`src/rtl/lrip_pkg.sv`:
```
// ----------------------------------------------------------------------------
// lrip_pkg: shared types and constants
// Item format, opcode, item kind and status codes, CORDIC arctangent table.
// ----------------------------------------------------------------------------
package lrip_pkg;

  localparam int DATA_W = 20;
  localparam int ANG_W  = 34;

  localparam logic OPC_PROJECT = 1'b0;
  localparam logic OPC_READ    = 1'b1;

  localparam logic [1:0] KIND_PROJECT   = 2'd0;
  localparam logic [1:0] KIND_READ      = 2'd1;
  localparam logic [1:0] KIND_READ_VOID = 2'd2;

  localparam logic [1:0] ST_STORED  = 2'd0;
  localparam logic [1:0] ST_FARTHER = 2'd1;
  localparam logic [1:0] ST_NEAR    = 2'd2;
  localparam logic [1:0] ST_READ    = 2'd3;

  localparam logic [1:0] CFG_ROWS      = 2'd0;
  localparam logic [1:0] CFG_COLS      = 2'd1;
  localparam logic [1:0] CFG_MIN_RANGE = 2'd2;

  typedef struct packed {
    logic [1:0]         kind;
    logic signed [19:0] x;
    logic signed [19:0] y;
    logic signed [19:0] z;
    logic [5:0]         row;
    logic [9:0]         col;
  } lrip_item_t;

  // atan(2^-i) in units of 2^-32 turn
  function automatic logic [31:0] atan_turn(input logic [4:0] i);
    logic [31:0] v;
    unique case (i)
      5'd0:  v = 32'h20000000;
      5'd1:  v = 32'h12E4051E;
      5'd2:  v = 32'h09FB385B;
      5'd3:  v = 32'h051111D4;
      5'd4:  v = 32'h028B0D43;
      5'd5:  v = 32'h0145D7E1;
      5'd6:  v = 32'h00A2F61E;
      5'd7:  v = 32'h00517C55;
      5'd8:  v = 32'h0028BE53;
      5'd9:  v = 32'h00145F2F;
      5'd10: v = 32'h000A2F98;
      5'd11: v = 32'h000517CC;
      5'd12: v = 32'h00028BE6;
      5'd13: v = 32'h000145F3;
      5'd14: v = 32'h0000A2FA;
      5'd15: v = 32'h0000517D;
      5'd16: v = 32'h000028BE;
      5'd17: v = 32'h0000145F;
      5'd18: v = 32'h00000A30;
      5'd19: v = 32'h00000518;
      5'd20: v = 32'h0000028C;
      5'd21: v = 32'h00000146;
      5'd22: v = 32'h000000A3;
      5'd23: v = 32'h00000051;
      default: v = 32'h0;
    endcase
    return v;
  endfunction

endpackage

```
`src/rtl/lrip_front.sv`:
```
// ----------------------------------------------------------------------------
// lrip_front: command intake
// Registers each accepted command and tags it as projection, read or void read.
// ----------------------------------------------------------------------------
module lrip_front import lrip_pkg::*; #(
  parameter int MAX_ROWS = 64,
  parameter int MAX_COLS = 1024
) (
  input  logic               clk,
  input  logic               rst_n,
  input  logic               take,
  input  logic               opcode,
  input  logic signed [19:0] point_x,
  input  logic signed [19:0] point_y,
  input  logic signed [19:0] point_z,
  input  logic [5:0]         read_row,
  input  logic [9:0]         read_col,
  output logic               push,
  output lrip_item_t         item
);

  logic       valid_r;
  lrip_item_t item_r;
  lrip_item_t item_nxt;

  // classify the command
  always_comb begin
    item_nxt.x   = point_x;
    item_nxt.y   = point_y;
    item_nxt.z   = point_z;
    item_nxt.row = read_row;
    item_nxt.col = read_col;
    if (opcode == OPC_PROJECT) begin
      item_nxt.kind = KIND_PROJECT;
    end else if ((32'(read_row) < 32'(MAX_ROWS)) && (32'(read_col) < 32'(MAX_COLS))) begin
      item_nxt.kind = KIND_READ;
    end else begin
      item_nxt.kind = KIND_READ_VOID;
    end
  end

  // hold one transfer until it moves into the queue
  always_ff @(posedge clk) begin
    if (!rst_n) begin
      valid_r <= 1'b0;
    end else begin
      valid_r <= take;
    end
    if (take) begin
      item_r <= item_nxt;
    end
  end

  assign push = valid_r;
  assign item = item_r;

endmodule

```
`config.mk`:
```
export PLATFORM = sky130hd
export DESIGN_NAME = lrip_front
export DESIGN_NICKNAME = d
export VERILOG_FILES = /design/src/rtl/lrip_pkg.sv /design/src/rtl/lrip_front.sv
export SDC_FILE = /design/constraint.sdc
export NUM_CORES = 1
export LEC_CHECK = 0
export BUFFER_PORTS_ARGS = -buffer_cell sky130_fd_sc_hd__buf_2
export CAP_MARGIN = 5
export CORE_AREA = 8 8 95 97
export CTS_CLUSTER_DIAMETER = 200
export CTS_CLUSTER_SIZE = 10
export DETAILED_ROUTE_END_ITERATION = 10
export DIE_AREA = 0 0 103 105
export GPL_ROUTABILITY_DRIVEN = 0
export PLACE_DENSITY_LB_ADDON = 0.12
export SYNTH_ARGS = -nofsm -noshare
export SYNTH_HDL_FRONTEND = slang
export SYNTH_SLANG_ARGS = --single-unit
export TNS_END_PERCENT = 20
```
`constraint.sdc`:
```
create_clock -name clk -period 0.8 [get_ports clk]
set_input_delay 0.16 -clock clk [delete_from_list [all_inputs] [get_ports clk]]
set_output_delay 0.16 -clock clk [all_outputs]
set_load 0.005 [all_outputs]
```
* After elaboration in Yosys (flattened, before gate mapping)
Index checks and enable logic that the tools add are counted. W data, S select, Z words.
Cells by class: shift-type cells 0, reductions and logical operators 0, bitwise logic cells 0, equality and inequality tests 0, magnitude comparators 0, multipliers 0, add/sub/neg operators 0, muxes and demuxes 1, div/mod/pow operators 0
Operators with widths (number):
- $mux W1 | 1
Storage, ports and cells: word-level logic and storage cells 8, register bits 79, memories 0, bits in read-only memories 0, bits in writable memories 0, bits in latches 0, bits of input ports 80

* Depth between registers and ports, before layout
depth in word-level cells 1, mapped depth 1, depth with buffers taken out 1

* Least setup slack after synthesis
OpenSTA, ideal clock, no wires.
kind flip-flop to output port, start register item_r, in the netlist item[0], end output item[0] (netlist name), data arrival time 0.355 ns, cell stages (with the launch flop) 1, setup slack 0.285 ns, required time 0.640 ns, path through edfxtp_1
RTL lines:
- from (decl) | RTL line lrip_front.sv:23 | lrip_item_t item_r;
- from (signal assigned) | RTL line lrip_front.sv:50 | item_r <= item_nxt;
- to (decl) | RTL line lrip_front.sv:19 | output lrip_item_t item
No word-level cell between the ends.

* Final worst setup path
start register item_r, in the netlist item[27], end output item[27] (netlist name)
No word-level cell between the ends.

==> run summary <==
Sequential Power Share -> 0.561
die footprint -> 10800 um2
crit-path cells -> buf_2
violated checks -> negative setup slack
crit path launch type -> flop
fin crit period -> 1020 ps
post-synth design cell area -> 2350 um2
die width -> 103 um
initial drt markers -> 93
slowest stage cell on the critical path -> edfxtp_1
setup ws final -> -224 ps
setup bufs post-CTS -> 0
HPWL Detailed -> 4520 um
synth top area cells -> edfxtp_1 (98%), dfxtp_1 (0.85%), buf_4 (0.32%), and2_1 (0.27%), conb_1 (0.16%)
Crit path max-delay family -> flip-flops
pwr dens -> 2030 nW/um2
Avg WL per Cell -> 15.0 um
Period Utilization, post-route -> 1.28
Critical Path RT -> 640 ps
status -> complete, but fails checks
Max VDD drop -> 1260 uV
Power Total -> 8.75 mW
Synthesized Nets -> 161
Row Count -> 32
drt pass-1 iters -> 3
Initial Utilization -> 0.312
Logic pwr share -> 0.111
Slew Viols, Final -> 0
Worst Path Buf+Inv -> 1
CP arrival -> 860 ps
area of the multi-input gates -> 10.0 um2
Fillers -> 641
largest area contributor in the netlist -> edfxtp_1
maximum clock rate -> 976 MHz
final instance area -> 4300 um2
DRT antenna net count -> 0
total number of vias -> 1667
synthesized area per cell -> 29.0 um2
# diodes -> 0
Hold Crit Depth -> 1
cells after synthesis -> 81
Switching Share -> 0.201
fraction of layout cells with a size suffix above 1 -> 0.536
pin count of the biggest net entering global routing -> 27
RSZ-0062 raised after global routing -> yes
share of the synthesized area in the top cell type -> 0.984
Root Buffer -> clkbuf_8
Int Power -> 7.00 mW
clock power share -> 0.328
placed cell areas -> 3340 um2
Yosys reg bits -> 78
Leak -> 1.85 nW
Setup crit end kind -> output pin
H-tree Lvls -> 3
die outline height -> 105 um
# resized after CTS -> 0
WHS Endpoint -> item[73]
CTS tree -> built
DRC errors left -> 0
first-pass GRT wire length -> 9910 um
Final nets -> 411
grt ovf -> 0
hold path start -> point_x[17]
Hold Crit Class -> input port to flop
endpoints failing setup -> 78
IO buf count -> 157
switching power total -> 1.76 mW
area of all sequential standard cells -> 2330 um2
yosys warns -> 0
I/O pins -> 159
GRT Resource Usage Total -> 0.122
Clk pin slew, worst setup/hold paths -> 70 ps
initial antenna violation count -> 0
final WL -> 6580 um
clock sinks -> 78
cts bufs inserted -> 9
worst slack, placed -> -57.8 ps
critical path's largest stage delay -> 380 ps
maxcap violations -> 0
P&R area growth vs syn -> 83.1%
Worst Path Max Fanout -> 1
WS Path Type -> flop to output pin
sequential fraction of the synthesis area -> 0.993
CORE AREA -> 7530 um2
Clock Tree Buf Depth -> 2
count of final hold-check violations -> 0
Synth cell types -> 5
vias in the first global route -> 1934
Via density -> 3.81
per-layer routing:
| metal | track usage | part of all wire | vias up |
|---|---|---|---|
| met5 | 0 | 0 | - |
| met4 | 0.0558 | 0.015 | 0 |
| met3 | 0.0557 | 0.11 | 9 |
| met2 | 0.204 | 0.49 | 87 |
| met1 | 0.127 | 0.38 | 749 |
| li1 | - | - | 822 |
through the flow:
stage	std cells	setup TNS, ps	hold slack [ps]	util
floorplan	81	0	259	-
CTS	438	-16660	0.153	0.571
finish	438	-14400	21.7	0.571
global placement	346	-3330	337	0.443
global route	438	-18600	8.84	0.571
detailed placement	346	-3100	338	0.443
final cells by class:
type / instances / share of cell area
repair buffers: 240 / 0.378
well taps: 102 / 0.0297
multi-input cells: 2 / 0.00233
clock inverters: 2 / 0.00291
clock buffers: 14 / 0.0448
flip-flops and latches: 78 / 0.542
registers in the layout, summed over array words and instances (netlist names):
name / count
item: 77
push: 1
what timing repair did:
action	4_1_cts	5_1_grt
endpoints found under the hold margin	76	0
endpoints found under the setup margin	78	78
hold buffers	76	0
placed cells by master (no fill, tap or decap):
cell type,netlist,final
conb_1,1,1
clkinvlp_4,0,1
buf_4,1,6
and2_1,1,1
edfxtp_1,77,77
clkinv_2,0,1
dlygate4sd3_1,0,76
buf_2,0,156
clkbuf_8,0,14
buf_12,0,2
dfxtp_1,1,1
logic make-up (layout without fill, tap and decap cells):
family        after synthesis  after routing  synth area share
buf+inv                     1            256           0.00320
flops                      78             78             0.993
other cells                 1              1           0.00160
simple gates                1              1           0.00266
synth_stat cells:
| master | count |
|---|---|
| and2_1 | 1 |
| dfxtp_1 | 1 |
| edfxtp_1 | 77 |
| buf_4 | 1 |
| conb_1 | 1 |
worst max-delay path by stage:
stage             start        to  slack (ps)  cells past startpoint
2_1_floorplan   item[0]   item[0]         280                      0
3_3_place_gp       take   item[7]         -70                      2
3_5_place_dp       take   item[7]         -60                      2
4_1_cts        item[27]  item[27]        -260                      1
5_1_grt        item[30]  item[30]        -280                      1
6_report       item[27]  item[27]        -220                      1
power groups by stage:
stage          sequential, mW  clock [mW]  combinational (mW)
2_1_floorplan            5.06           0             0.00617
3_3_place_gp             5.00           0               0.696
3_5_place_dp             5.00           0               0.699
4_1_cts                  4.91        2.99               0.994
5_1_grt                  4.95        3.13                1.06
6_report                 4.91        2.87               0.973
Power figures use the tool's default switching activity.
